===== config.mk =====
export PLATFORM = sky130hd
export DESIGN_NAME = fragment_reassembly_control
export DESIGN_NICKNAME = d
export VERILOG_FILES = /design/src/sv/frc_pkg.sv /design/src/sv/frc_front.sv /design/src/sv/frc_queue.sv /design/src/sv/frc_back.sv /design/src/sv/fragment_reassembly_control.sv
export SDC_FILE = /design/constraint.sdc
export NUM_CORES = 1
export LEC_CHECK = 0
export ABC_AREA = 0
export BUFFER_PORTS_ARGS = -buffer_cell sky130_fd_sc_hd__buf_4
export CAP_MARGIN = 10
export CORE_ASPECT_RATIO = 0.75
export CORE_UTILIZATION = 53
export DETAILED_ROUTE_END_ITERATION = 10
export PLACE_DENSITY = 0.79
export SLEW_MARGIN = 0
export SYNTH_ARGS = -nofsm -noshare
export SYNTH_HDL_FRONTEND = slang
export SYNTH_SLANG_ARGS = --single-unit
export TNS_END_PERCENT = 10

===== constraint.sdc =====
create_clock -name i_clk -period 4.8 [get_ports i_clk]
set_input_delay 0.48 -clock i_clk [delete_from_list [all_inputs] [get_ports i_clk]]
set_output_delay 0.48 -clock i_clk [all_outputs]
set_load 0.02 [all_outputs]

===== src/sv/frc_pkg.sv =====
// Shared types and constants for the fragment reassembly control block.
// Used by every module of the block; depends on nothing.
package frc_pkg;

    localparam int unsigned FRAGMENT_BYTES = 1024;
    localparam int unsigned MAX_FRAGMENTS  = 64;
    localparam int unsigned HDR_BYTES      = 16;
    localparam logic [7:0]  NO_INDEX       = 8'hff;

    // Largest message that a header may claim, and the bits needed to hold it.
    localparam int unsigned LIMIT_BYTES = MAX_FRAGMENTS * FRAGMENT_BYTES;
    localparam int unsigned TOTAL_W     = $clog2(LIMIT_BYTES + 1);

    localparam int unsigned QUEUE_DEPTH = 2;

    typedef enum logic [1:0] {
        V_REJECT = 2'd0,
        V_ABORT  = 2'd1,
        V_ACCEPT = 2'd2,
        V_DONE   = 2'd3
    } t_verdict;

    // One classified header as it travels from the front to the back.
    typedef struct packed {
        logic               hdr_ok;
        logic               last;
        logic [7:0]         idx;
        logic [TOTAL_W-1:0] total;
        logic [7:0]         cmd;
        logic [10:0]        flen;
    } t_frag;

    typedef struct packed {
        t_verdict    verdict;
        logic [15:0] write_offset;
        logic [10:0] copy_length;
        logic [7:0]  done_command;
        logic [16:0] done_size;
    } t_result;

endpackage


===== src/sv/frc_front.sv =====
// Front part: takes fragment headers, runs the stateless header checks and
// registers the classified word. Depends on frc_pkg.
module frc_front
    import frc_pkg::*;
(
    input  logic        i_clk,
    input  logic        i_rst_n,
    input  logic        i_valid,
    output logic        o_ready,
    input  logic [31:0] i_total_size,
    input  logic [7:0]  i_inner_command,
    input  logic [7:0]  i_fragment_count,
    input  logic [7:0]  i_fragment_index,
    input  logic [15:0] i_payload_length,
    output logic        o_valid,
    input  logic        i_ready,
    output t_frag       o_frag
);

    logic        r_valid;
    t_frag       r_frag;
    t_frag       n_frag;
    logic [31:0] count_span;
    logic [31:0] prev_span;
    logic [31:0] flen_full;
    logic        last;
    logic        fields_ok;

    always_comb begin
        count_span = 32'(i_fragment_count) * 32'(FRAGMENT_BYTES);
        prev_span  = count_span - 32'(FRAGMENT_BYTES);
        last       = (i_fragment_index == i_fragment_count - 8'd1);
        fields_ok  = (i_total_size != 32'd0) &&
                     (i_total_size <= 32'(LIMIT_BYTES)) &&
                     (i_fragment_count != 8'd0) &&
                     (i_fragment_index < i_fragment_count) &&
                     (i_total_size <= count_span) &&
                     (i_total_size > prev_span);
        // With the size inside the last fragment's span, the remainder is a plain subtract.
        flen_full  = last ? (i_total_size - prev_span) : 32'(FRAGMENT_BYTES);

        n_frag.hdr_ok = fields_ok &&
                        (flen_full + 32'(HDR_BYTES) == 32'(i_payload_length));
        n_frag.last   = last;
        n_frag.idx    = i_fragment_index;
        n_frag.total  = TOTAL_W'(i_total_size);
        n_frag.cmd    = i_inner_command;
        n_frag.flen   = flen_full[10:0];
    end

    assign o_ready = !r_valid || i_ready;
    assign o_valid = r_valid;
    assign o_frag  = r_frag;

    always_ff @(posedge i_clk) begin
        if (!i_rst_n) begin
            r_valid <= 1'b0;
        end else if (o_ready) begin
            r_valid <= i_valid;
        end
    end

    always_ff @(posedge i_clk) begin
        if (o_ready && i_valid) begin
            r_frag <= n_frag;
        end
    end

endmodule


===== src/sv/frc_queue.sv =====
// Short queue of classified headers between the front and the back part.
// Depends on frc_pkg.
module frc_queue
    import frc_pkg::*;
(
    input  logic  i_clk,
    input  logic  i_rst_n,
    input  logic  i_push,
    input  t_frag i_frag,
    output logic  o_full,
    input  logic  i_pop,
    output logic  o_empty,
    output t_frag o_frag
);

    localparam int unsigned PTR_W = $clog2(QUEUE_DEPTH);

    t_frag                r_mem [QUEUE_DEPTH];
    logic [PTR_W-1:0]     r_wr_ptr;
    logic [PTR_W-1:0]     r_rd_ptr;
    logic [PTR_W:0]       r_count;
    logic                 push_ok;
    logic                 pop_ok;

    assign o_full  = (r_count == (PTR_W + 1)'(QUEUE_DEPTH));
    assign o_empty = (r_count == '0);
    assign push_ok = i_push && !o_full;
    assign pop_ok  = i_pop && !o_empty;
    assign o_frag  = r_mem[r_rd_ptr];

    always_ff @(posedge i_clk) begin
        if (!i_rst_n) begin
            r_wr_ptr <= '0;
            r_rd_ptr <= '0;
            r_count  <= '0;
        end else begin
            if (push_ok) begin
                r_wr_ptr <= (r_wr_ptr == PTR_W'(QUEUE_DEPTH - 1)) ? '0 : r_wr_ptr + 1'b1;
            end
            if (pop_ok) begin
                r_rd_ptr <= (r_rd_ptr == PTR_W'(QUEUE_DEPTH - 1)) ? '0 : r_rd_ptr + 1'b1;
            end
            case ({push_ok, pop_ok})
                2'b10:   r_count <= r_count + 1'b1;
                2'b01:   r_count <= r_count - 1'b1;
                default: r_count <= r_count;
            endcase
        end
    end

    always_ff @(posedge i_clk) begin
        if (push_ok) begin
            r_mem[r_wr_ptr] <= i_frag;
        end
    end

endmodule


===== src/sv/frc_back.sv =====
// Back part: applies the reassembly state to each classified header and
// holds the result word until it is taken. Depends on frc_pkg.
module frc_back
    import frc_pkg::*;
(
    input  logic    i_clk,
    input  logic    i_rst_n,
    input  logic    i_empty,
    input  t_frag   i_frag,
    output logic    o_pop,
    output logic    o_valid,
    input  logic    i_ready,
    output t_result o_result
);

    logic               r_active;
    logic [TOTAL_W-1:0] r_expected;
    logic [7:0]         r_prev;
    logic               r_valid;
    t_result            r_result;

    logic               n_active;
    logic [TOTAL_W-1:0] n_expected;
    logic [7:0]         n_prev;
    t_result            n_result;
    logic               start;
    logic               act;
    logic [TOTAL_W-1:0] expd;
    logic [7:0]         prev;
    logic               in_order;

    assign o_pop    = !i_empty && (!r_valid || i_ready);
    assign o_valid  = r_valid;
    assign o_result = r_result;

    always_comb begin
        start    = (i_frag.idx == 8'd0);
        act      = start || r_active;
        expd     = start ? i_frag.total : r_expected;
        prev     = start ? NO_INDEX : r_prev;
        in_order = act && (i_frag.total == expd) &&
                   (start || (i_frag.idx == prev + 8'd1));

        n_active   = r_active;
        n_expected = r_expected;
        n_prev     = r_prev;
        n_result   = '0;
        n_result.verdict = V_REJECT;

        if (i_frag.hdr_ok) begin
            if (!in_order) begin
                n_result.verdict = V_ABORT;
                n_active   = 1'b0;
                n_expected = '0;
                n_prev     = NO_INDEX;
            end else begin
                n_result.verdict      = V_ACCEPT;
                n_result.write_offset = 16'(32'(i_frag.idx) * 32'(FRAGMENT_BYTES));
                n_result.copy_length  = i_frag.flen;
                n_active   = 1'b1;
                n_expected = expd;
                n_prev     = i_frag.idx;
                if (i_frag.last) begin
                    n_result.verdict      = V_DONE;
                    n_result.done_command = i_frag.cmd;
                    n_result.done_size    = 17'(i_frag.total);
                    n_active   = 1'b0;
                    n_expected = '0;
                    n_prev     = NO_INDEX;
                end
            end
        end
    end

    always_ff @(posedge i_clk) begin
        if (!i_rst_n) begin
            r_active   <= 1'b0;
            r_expected <= '0;
            r_prev     <= NO_INDEX;
            r_valid    <= 1'b0;
        end else begin
            if (o_pop) begin
                r_active   <= n_active;
                r_expected <= n_expected;
                r_prev     <= n_prev;
            end
            if (!r_valid || i_ready) begin
                r_valid <= !i_empty;
            end
        end
    end

    always_ff @(posedge i_clk) begin
        if (o_pop) begin
            r_result <= n_result;
        end
    end

endmodule


===== src/sv/fragment_reassembly_control.sv =====
// Top level of the fragment reassembly control block.
// Depends on frc_pkg, frc_front, frc_queue and frc_back.
//
// Usage: one parsed fragment header is sent as a word on the slave side
// (i_s_*); exactly one result word comes back on the master side (o_m_*),
// in the same order. The result's verdict travels in o_m_tuser: reject,
// abort, accept or complete. For an accepted fragment the data gives the
// write offset and copy length; on completion also the command and size.
// The front register passes each accepted header into the two-entry queue,
// and the back's output register takes it from there as its result word.
// Throughput is one word per cycle while i_m_tready stays high.
// Reset clears the reassembly state (no message in progress), empties the
// queue and drops any pending result. When the receiver holds
// i_m_tready low, the result word holds, the queue fills and then
// o_s_tready falls; o_s_tready never depends on i_m_tready in the same
// cycle.
module fragment_reassembly_control
    import frc_pkg::*;
(
    input  logic        i_clk,
    input  logic        i_rst_n,
    input  logic        i_s_tvalid,
    output logic        o_s_tready,
    // [31:0] total_size, [39:32] inner_command, [47:40] fragment_count,
    // [55:48] fragment_index, [71:56] payload_length
    input  logic [71:0] i_s_tdata,
    output logic        o_m_tvalid,
    input  logic        i_m_tready,
    // [15:0] write_offset, [26:16] copy_length, [34:27] done_command,
    // [51:35] done_size, [55:52] zero
    output logic [55:0] o_m_tdata,
    // [1:0] verdict
    output logic [1:0]  o_m_tuser
);

    logic    front_valid;
    logic    q_full;
    logic    q_empty;
    logic    q_pop;
    t_frag   front_frag;
    t_frag   q_frag;
    t_result result;

    frc_front u_front (
        .i_clk            (i_clk),
        .i_rst_n          (i_rst_n),
        .i_valid          (i_s_tvalid),
        .o_ready          (o_s_tready),
        .i_total_size     (i_s_tdata[31:0]),
        .i_inner_command  (i_s_tdata[39:32]),
        .i_fragment_count (i_s_tdata[47:40]),
        .i_fragment_index (i_s_tdata[55:48]),
        .i_payload_length (i_s_tdata[71:56]),
        .o_valid          (front_valid),
        .i_ready          (!q_full),
        .o_frag           (front_frag)
    );

    frc_queue u_queue (
        .i_clk   (i_clk),
        .i_rst_n (i_rst_n),
        .i_push  (front_valid),
        .i_frag  (front_frag),
        .o_full  (q_full),
        .i_pop   (q_pop),
        .o_empty (q_empty),
        .o_frag  (q_frag)
    );

    frc_back u_back (
        .i_clk    (i_clk),
        .i_rst_n  (i_rst_n),
        .i_empty  (q_empty),
        .i_frag   (q_frag),
        .o_pop    (q_pop),
        .o_valid  (o_m_tvalid),
        .i_ready  (i_m_tready),
        .o_result (result)
    );

    assign o_m_tuser = result.verdict;
    assign o_m_tdata = {4'd0, result.done_size, result.done_command,
                        result.copy_length, result.write_offset};

    // A result word is never left over from before reset.
    a_reset_clears_output: assert property (@(posedge i_clk)
        !i_rst_n |=> !o_m_tvalid)
        else $error("result word valid straight after reset");

    // Only a completed message carries the command and size.
    a_done_fields_only_on_done: assert property (@(posedge i_clk) disable iff (!i_rst_n)
        (o_m_tvalid && o_m_tuser != V_DONE) |->
        (o_m_tdata[51:27] == 25'd0))
        else $error("completion fields set on a word that is not a completion");

    // Rejected or aborted fragments carry no offset and no copy length.
    a_no_copy_unless_accepted: assert property (@(posedge i_clk) disable iff (!i_rst_n)
        (o_m_tvalid && (o_m_tuser == V_REJECT || o_m_tuser == V_ABORT)) |->
        (o_m_tdata[26:0] == 27'd0))
        else $error("copy fields set on a rejected or aborted fragment");

    // Every accepted fragment copies at least one byte.
    a_accept_copies: assert property (@(posedge i_clk) disable iff (!i_rst_n)
        (o_m_tvalid && (o_m_tuser == V_ACCEPT || o_m_tuser == V_DONE)) |->
        (o_m_tdata[26:16] != 11'd0))
        else $error("accepted fragment with zero copy length");

endmodule

==> metrics.txt, run 1 <==
Synth Warn #=0; Yosys cell types=81; Async S/R FF share, synth=0%; Syn Inst Count=roughly 1000; post-CTS sizing=0; clk_skew=between 0.008 and 0.009 ns; Final nets=around 1300; input/output buffers=approximately 120; DIE WIDTH=171 um; commonest non-fill, non-tap cells in the layout=edfxtp_1 (182), buf_4 (179), nor2_1 (74), nand2_1 (55), xnor2_1 (49); initial core utilization=around 54%; CTS tree=yes; global-route wire length before repair=just over 40000 um; Stages on worst setup path=16; WP data arrival=roughly 5 ns; DRC violations left=0; commonest non-fill, non-tap cell in the layout=edfxtp_1; Final Critical Period=~4.6 ns; die span in y=129 um; fillcell total=around 1600; M3 GR Usage=2.86%; placed cells=approximately 1400; Synth top area share=between 40 and 50%; Antenna Nets Post-Route=0; cell taking the most area after synthesis=edfxtp_1; core area=21100 um2; met1 Resource Use GR=approximately a third; Power Dens Cells=about 410 nW/um2; I/O pin count=between 100 and 150; Worst path top cell family by delay=simple AND/OR/NAND/NOR gates; Bufs on Longest Clock Path=3; Die Area=approximately 22000 um2; final worst setup slack=around 0.19 ns; final WL=between 20000 and 30000 um; non-filler cells, final=about 1400; max_cap viols=0; M2 GR Usage=approximately two fifths; Post-synth EDFFs=around 180; worst slew pin tran=between 1 and 1.5 ns; worst path bufs/invs=1; pre-CTS setup slack=-0.0936 ns; Yosys reg bits=between 200 and 250; drt via density=around 5.8; share of cells above drive strength 1=about a fifth; GRT overflow=0; Peak Freq=around 220 MHz; Max VDD drop=roughly 0.24 mV; setup TNS=0 ns; Mapped Avg Cell Area=roughly 12 um2; DPL Wire Length=approximately 19000 um; Core Util, Final=between 60% and 70%; dominant synthesized flop cell=edfxtp_1; final setup fails=0; Slowest-stage cell, CP=mux2i_1; period utilisation layout=96.1%; gr usage total=about a quarter; CTS Root Cell=clkbuf_16; critical setup path kind=reg -> reg; Final Max Tran Viols=0; cts hold-fix bufs=0; cell area after layout=between 10000 and 15000 um2; RSZ-0062 raised after global routing=no; R2R cell count=16; Leak Pwr=slightly above 5 nW; Final Hold Vio Count=0; Setup crit start kind=flip-flop; GP Congestion=~0.89; DRT iter0 DRCs=775; ANT cells=0; CTS Buf Count=20; num rows=46; Max stage delay on crit path=a little under 0.7 ns; drt wl/cell=around 18 um; Worst setup EP type=flip-flop; Post-Syn Area=between 10000 and 15000 um2; hold crit path type=in -> reg; status=completed; antenna violations before repair=0; area of the multi-input gates=between 4000 and 5000 um2; synth top area cells=edfxtp_1 (48%), dfxtp_1 (5.8%), ha_1 (4.3%); Critical Path Most Common Cell=nand4_1; number of global-route vias before repair=a little under 8000; WP data required=5.21 ns; layout overhead on the synthesized area=20.3%; CP Max Fanout=17; clock-pin slew on the worst setup and hold paths=about 0.06 ns; placed inst area=12900 um2; FF/Latch Area=between 6000 and 7000 um2; sequential-to-total area share from yosys stat=53.8%; worst path cell trace=mux2i_1 > nor2b_1 > nand4_1 > nand2b_1 > ha_1 > xnor2_1 > nor4_1 > nand4_1 > a2111oi_0 > nand4_1 > o31a_1 > or2_2 > o21ai_2 > buf_4 > a21oi_1 > nor2b_1; Rel. slew slack=around 27%; largest net degree at the start of global routing=47; clock latency on the worst-skew pair=0.49 ns; post-CTS setup buffers=0; Sink Count=215; H-tree depth=1; GRT busiest layer=met2; Vias=about 8400; hold path depth=1; DR pass1 iterations=5
==> cell type report <==
cell class / count / share of cell area (%)
Tap cell: 288 / 2.63
Timing Repair Buffer: 180 / 9.97
Sequential cell: 215 / 44.8
Clock inverter: 9 / 1.30
Multi-Input combinational cell: 698 / 36.3
Clock buffer: 27 / 4.23
Inverter: 28 / 0.768
==> kinds of logic (layout without fill, tap and decap cells) <==
family	after synthesis	after routing	synth area share, %
adder cells (fa/ha/maj)	40	40	4.47
AND/OR/NAND/NOR	348	348	16.5
multiplexers	50	50	4.54
flip-flops	215	215	53.8
buffers and inverters	78	244	3.27
other	1	14	0.0330
AO/OA/AOI/OAI	169	169	10.2
XOR/XNOR	77	77	7.15
==> state kept, by name, summed over array words and instances (netlist names), named ones only <==
register,cells
u_queue.r_mem,92
u_front.o_frag,46
u_back.o_result,44
u_back.r_expected,17
u_back.r_prev,8
u_queue.r_count,2
u_back.o_valid,1
u_back.r_active,1
u_front.o_valid,1
u_queue.r_rd_ptr,1
u_queue.r_wr_ptr,1
==> final timing paths <==
path / start / to / slack, ns
setup / recovery: flip-flop / u_back.r_expected[0] / 0.19
hold / removal: i_s_tdata[34] / u_front.o_frag[13] / 0.16
hold reg to reg: u_front.o_frag[17] / u_queue.r_mem[0][17] / 0.44
setup reg to reg: flip-flop / u_back.r_expected[0] / 0.19
==> Yosys cell counts (3+ instances only) <==
cell,count
edfxtp_1,182
nor2_1,76
nand2_1,55
xnor2_1,49
mux2i_1,46
a21oi_1,45
ha_1,39
nor4_1,34
dfxtp_1,33
nor2b_1,31
inv_1,27
clkbuf_1,25
nand4_1,25
o21ai_0,25
nand3_1,24
nor3_1,22
and2_1,19
xor2_1,18
buf_4,14
a21o_1,10
and3_1,10
or3_1,10
xnor3_1,9
a211oi_1,8
o22ai_1,8
o31ai_1,8
a31oi_1,7
nand2b_1,7
o211ai_1,7
or4_1,6
buf_1,5
o21a_1,5
o31a_1,5
or2_2,5
a2111oi_0,4
nand3b_1,4
a211o_1,3
a22oi_1,3
buf_2,3
buf_6,3
mux2_2,3
nand4b_1,3
nor3b_1,3
nor4b_1,3
o21bai_1,3
==> power breakdown <==
part | internal (mW) | switching [mW]
Combinational | 0.573 | 0.876
Clock | 1.12 | 0.647
Sequential | 2.36 | 0.0997
==> routing by layer <==
layer	vias up	share of wire (%)
li1	3997	-
met1	4017	45
met2	318	47
met3	29	6.8
met4	0	1.3
met5	-	0
==> through the flow <==
step	total power, mW	hold WS [ns]
floorplan	3.38	0.421
global placement	3.89	0.423
detailed placement	3.93	0.429
CTS	5.69	0.155
global route	5.89	0.152
finish	5.67	0.164
Note: power is estimated with default switching activity, not from simulation.
==> inputs of run 2 (changes only) <==
- CORE_UTILIZATION: 53 -> 50
- PLACE_DENSITY: 0.79 -> 0.75
==> metrics.txt, run 2 (same netlist as run 1, synthesis figures left out) <==
drt wl/cell=17.4 um (was 18.1 um); worst setup path endpoint=u_back.r_expected[12] (was u_back.r_expected[0]); switching share of power=29.5% (was 28.6%); commonest non-fill, non-tap cell in the layout=edfxtp_1 (unchanged); Final Max Tran Viols=0 (unchanged); layout overhead on the synthesized area=18.8% (was 20.3%); Bufs on Longest Clock Path=3 (unchanged); Worst path top cell family by delay=simple AND/OR/NAND/NOR gates (unchanged); Antenna Nets Post-Route=0 (unchanged); initial core utilization=51.3% (was 54.0%); worst path cell trace=mux2i_1 > nor2b_1 > nand4_1 > nand2b_1 > ha_1 > xnor2_1 > nor4_1 > nand4_1 > a2111oi_0 > nand4_1 > o31a_1 > or2_2 > o21ai_2 > buf_4 > a21oi_1 > nor2b_1 (unchanged); commonest non-fill, non-tap cells in the layout=edfxtp_1 (182), buf_4 (171), nor2_1 (74), nand2_1 (55), xnor2_1 (49) (was edfxtp_1 (182), buf_4 (179), nor2_1 (74), nand2_1 (55), xnor2_1 (49)); clock-pin slew on the worst setup and hold paths=0.06 ns (about the same); worst slew pin tran=0.750 ns (was 1.09 ns); max reg flops=92 (unchanged); Leak Pwr=5.02 nW (was 5.11 nW); period utilisation layout=91.7% (was 96.1%); antenna violations before repair=0 (unchanged); Rel. slew slack=49.7% (was 27.0%); Vias=8122 (was 8361); fillcell total=1780 (was 1612); Worst setup EP type=flip-flop (unchanged); Core Util, Final=61.0% (was 64.9%); cts hold-fix bufs=0 (unchanged); hold crit path type=in -> reg (unchanged); number of global-route vias before repair=7467 (was 7914); critical setup path kind=reg -> reg (unchanged); Final Hold Vio Count=0 (unchanged); RSZ-0062 raised after global routing=no (unchanged); CTS Root Cell=clkbuf_16 (unchanged); Sequential Power Share=45.0% (was 43.3%); drt via density=5.62 (was 5.79); I/O pin count=136 (unchanged); ANT cells=0 (unchanged); Comb power frac=26.3% (was 25.6%); core area=22200 um2 (was 21100 um2); DPL Wire Length=18300 um (was 18800 um); Psw=1.61 mW (was 1.62 mW); max_cap viols=0 (unchanged); Final Critical Period=4.40 ns (was 4.61 ns); input/output buffers=121 (unchanged); Power Dens Cells=403 nW/um2 (was 415 nW/um2); WP data arrival=4.83 ns (was 5.02 ns); global-route wire length before repair=39500 um (was 40900 um); Biggest register=u_queue.r_mem (unchanged); GRT overflow=0 (unchanged); CTS Buf Count=21 (was 20); Sink Count=215 (unchanged); placed inst area=12900 um2 (about the same); status=completed (unchanged); R2R cell count=16 (unchanged); Max stage delay on crit path=0.63 ns (was 0.68 ns); H-tree depth=1 (unchanged); Stages on worst setup path=16 (unchanged); Power, Total=5.45 mW (was 5.67 mW); die span in y=133 um (was 129 um); DRC violations left=0 (unchanged); Max VDD drop=0.230 mV (was 0.237 mV); gr usage total=21.4% (was 23.9%); CP Max Fanout=17 (unchanged); Critical Path Most Common Cell=nand4_1 (unchanged); setup TNS=0 ns (unchanged); DRT iter0 DRCs=696 (was 775); R2R Setup Slk=0.40 ns (was 0.19 ns); Setup crit start kind=flip-flop (unchanged); clk_skew=0.0184 ns (was 0.00842 ns); Final nets=1251 (was 1259); Die Area=23400 um2 (was 22100 um2); Slowest-stage cell, CP=mux2i_1 (unchanged); clock latency on the worst-skew pair=0.50 ns (was 0.49 ns); cell area after layout=13500 um2 (was 13700 um2); total internal power=3.84 mW (was 4.05 mW); final WL=25100 um (was 26200 um); DIE WIDTH=176 um (was 171 um); worst path bufs/invs=1 (unchanged); Peak Freq=227 MHz (was 217 MHz); share of cells above drive strength 1=20.0% (was 21.1%); clock power share=28.7% (was 31.1%); largest net degree at the start of global routing=48 (was 47); reg-to-reg endpoint=u_back.r_expected[12] (was u_back.r_expected[0]); WP data required=5.23 ns (was 5.21 ns); DR pass1 iterations=5 (unchanged); num rows=47 (was 46); CTS tree=yes (unchanged); GP Congestion=0.892 (was 0.895); final setup fails=0 (unchanged)
## run 2: metrics by stage
step	instances	setup WS [ns]	hold slack [ns]
2_1_floorplan	991	-0.0257	0.421
3_3_place_gp	1406	0.0124	0.422
3_5_place_dp	1406	-0.0441	0.431
4_1_cts	1444	0.399	0.158
5_1_grt	1444	0.00265	0.152
6_report	1444	0.398	0.171
## run 2: layer usage
metal  global-route usage (%)  share of wire, %  vias to the layer above
met1                     32.5                48                     3850
met4                     4.35               1.3                        0
li1                         -                 -                     3986
met5                        0                 0                        -
met2                     33.5                45                      261
met3                     2.01               5.9                       25
## run 2: power groups by stage
stage	logic [mW]	clock network [mW]	registers [mW]
after floorplan	0.683	0	2.70
after global placement	1.42	0	2.48
after detailed placement	1.43	0	2.49
after CTS	1.43	1.59	2.46
after global routing	1.54	1.66	2.48
final	1.43	1.57	2.45
## run 2: cell type report
| class | count | area, um2 | share of cell area [%] |
|---|---|---|---|
| flip-flops and latches | 215 | 6130 | 45.3 |
| multi-input cells | 698 | 4970 | 36.8 |
| repair buffers | 171 | 1280 | 9.50 |
| inverters | 28 | 105 | 0.778 |
| clock inverters | 15 | 129 | 0.954 |
| clock buffers | 23 | 533 | 3.94 |
| well taps | 294 | 368 | 2.72 |
## run 2: worst min-delay path by stage
stage,cells after the start,end,slack (ns),start
floorplan,0,u_queue.r_mem[0][0],0.42,u_front.o_frag[0]
global route,1,u_front.o_frag[11],0.15,i_s_tdata[32]
CTS,1,u_front.o_frag[11],0.16,i_s_tdata[32]
detailed placement,0,u_queue.r_mem[0][10],0.43,u_front.o_frag[10]
finish,1,u_front.o_frag[11],0.17,i_s_tdata[32]
global placement,0,u_queue.r_mem[0][14],0.42,u_front.o_frag[14]
## run 2: timing repair
item / 4_1_cts / 5_1_grt
buffers inserted: 0 / 0
resized for setup: 0 / 1
setup endpoints to repair: 0 / 1
==> inputs of run 3 (changes only) <==
- PLACE_DENSITY: 0.75 -> unset
- PLACE_DENSITY_LB_ADDON: unset -> 0.3
==> metrics.txt, run 3 (same netlist as run 1, synthesis figures left out) <==
number of global-route vias before repair=7633 (was 7467); area of the multi-input gates=4970 um2 (about the same); Sink Count=215 (unchanged); core area=22200 um2 (unchanged); Rel. slew slack=45.7% (was 49.7%); input/output buffers=121 (unchanged); RSZ-0062 raised after global routing=no (unchanged); WP data arrival=4.69 ns (was 4.83 ns); Comb power frac=27.1% (was 26.3%); Biggest register=u_queue.r_mem (unchanged); Leak Pwr=4.99 nW (was 5.02 nW); max_cap viols=0 (unchanged); DR pass1 iterations=5 (unchanged); antenna violations before repair=0 (unchanged); Antenna Nets Post-Route=0 (unchanged); drt wl/cell=17.7 um (was 17.4 um); Fin Hold WS=0.177 ns (was 0.171 ns); pre-CTS setup slack=-0.0656 ns (was -0.0441 ns); clock power share=26.6% (was 28.7%); initial core utilization=51.3% (unchanged); Sequential Power Share=46.3% (was 45.0%); Max VDD drop=0.234 mV (was 0.230 mV); commonest non-fill, non-tap cells in the layout=edfxtp_1 (182), buf_4 (172), nor2_1 (74), nand2_1 (55), xnor2_1 (49) (was edfxtp_1 (182), buf_4 (171), nor2_1 (74), nand2_1 (55), xnor2_1 (49)); Bufs on Longest Clock Path=3 (unchanged); final WL=25500 um (was 25100 um); Peak Freq=227 MHz (about the same); status=completed (unchanged); layout overhead on the synthesized area=18.1% (was 18.8%); WP data required=5.09 ns (was 5.23 ns); CTS tree=yes (unchanged); num rows=47 (unchanged); Final Critical Period=4.41 ns (was 4.40 ns); Psw=1.57 mW (was 1.61 mW); commonest non-fill, non-tap cell in the layout=edfxtp_1 (unchanged); Final Max Tran Viols=0 (unchanged); final setup fails=0 (unchanged); CTS Buf Count=21 (unchanged); worst slew pin tran=0.810 ns (was 0.750 ns); Final nets=1252 (was 1251); post-CTS sizing=0 (unchanged); switching share of power=29.6% (was 29.5%); Final Hold Vio Count=0 (unchanged); cts hold-fix bufs=0 (unchanged); max reg flops=92 (unchanged); fillcell total=1795 (was 1780); Worst setup EP type=flip-flop (unchanged); critical setup path kind=in -> reg (was reg -> reg); post-CTS setup buffers=0 (unchanged); ANT cells=0 (unchanged); I/O pin count=136 (unchanged); clock-pin slew on the worst setup and hold paths=0.06 ns (about the same); largest net degree at the start of global routing=47 (was 48); final worst setup slack=0.395 ns (was 0.398 ns); CP Max Fanout=6 (was 17); gr usage total=21.7% (was 21.4%); CTS Root Cell=clkbuf_16 (unchanged); hold crit path type=in -> reg (unchanged); total internal power=3.73 mW (was 3.84 mW); H-tree depth=1 (unchanged); DPL Wire Length=18700 um (was 18300 um); global-route wire length before repair=40100 um (was 39500 um); share of cells above drive strength 1=19.9% (was 20.0%); DIE WIDTH=176 um (unchanged); die span in y=133 um (unchanged); Vias=8187 (was 8122); DRC violations left=0 (unchanged); GP Congestion=0.924 (was 0.892); Setup crit start kind=input pin (was flip-flop); Die Area=23400 um2 (unchanged); clk_skew=0.00997 ns (was 0.0184 ns); period utilisation layout=91.8% (was 91.7%); GRT overflow=0 (unchanged); FF/Latch Area=6130 um2 (unchanged); drt via density=5.69 (was 5.62); Power Dens Cells=395 nW/um2 (was 403 nW/um2); DRT iter0 DRCs=564 (was 696); clock latency on the worst-skew pair=0.48 ns (was 0.50 ns)
==> run 3: final cells by class <==
class / count / share of cell area (%)
inverters: 28 / 0.782
clock buffers: 27 / 4.08
well taps: 294 / 2.74
repair buffers: 172 / 9.61
flip-flops and latches: 215 / 45.6
clock inverters: 6 / 0.196
multi-input cells: 698 / 37.0
==> run 3: metrics by stage <==
step | cell area, um2 | std cells | power (mW) | setup TNS (ns) | util [%]
after floorplan | 11500 | 991 | 3.38 | -0.0257 | -
after global placement | 12900 | 1407 | 3.91 | 0 | 58.0
after detailed placement | 12900 | 1407 | 3.93 | -0.0656 | 58.0
after CTS | 13400 | 1440 | 5.34 | 0 | 60.6
after global routing | 13400 | 1440 | 5.54 | 0 | 60.6
final | 13400 | 1440 | 5.30 | 0 | 60.6
==> run 3: worst max-delay path, cell delays in order <==
cell and delay, ns:
buf_4 0.11, buf_4 0.15, or3_1 0.41, nor3_4 0.23, xnor3_1 0.26, or4_4 0.56, inv_2 0.09, and2_1 0.15
ha_1 0.24, xnor2_1 0.23, nand4_1 0.13, a31oi_1 0.18, nand4_1 0.11, a31oi_1 0.19, o2111ai_1 0.14, nor4_1 0.36
o2111ai_1 0.16, a221o_1 0.29, a2111oi_2 0.21
==> run 3: routing by layer <==
metal / vias to the layer above / part of all wire (%) / wire length (um) / GRT usage (%)
li1: 3983 / - / - / -
met1: 3895 / 47 / 12000 / 31.8
met2: 276 / 46 / 11600 / 34.6
met3: 33 / 5.7 / 1470 / 2.24
met4: 0 / 1.6 / 399 / 5.22
met5: - / 0 / 0 / 0
==> run 3: path summary, 6_finish.rpt <==
kind | startpoint | endpoint | slack, ns | cells past startpoint
setup / recovery | i_s_tdata[41] | u_front.o_frag[45] | 0.39 | 19
setup reg to reg | flip-flop | u_back.r_expected[12] | 0.41 | 17
hold / removal | i_s_tdata[39] | u_front.o_frag[18] | 0.18 | 1
hold reg to reg | u_front.o_frag[38] | u_queue.r_mem[1][38] | 0.44 | 0
==> run 3: power by group through the flow <==
| stage | Clock [mW] | Sequential [mW] | Combinational (mW) |
|---|---|---|---|
| CTS | 1.44 | 2.46 | 1.44 |
| detailed placement | 0 | 2.50 | 1.44 |
| global route | 1.51 | 2.48 | 1.55 |
| finish | 1.41 | 2.45 | 1.44 |
| global placement | 0 | 2.48 | 1.43 |
| floorplan | 0 | 2.70 | 0.683 |
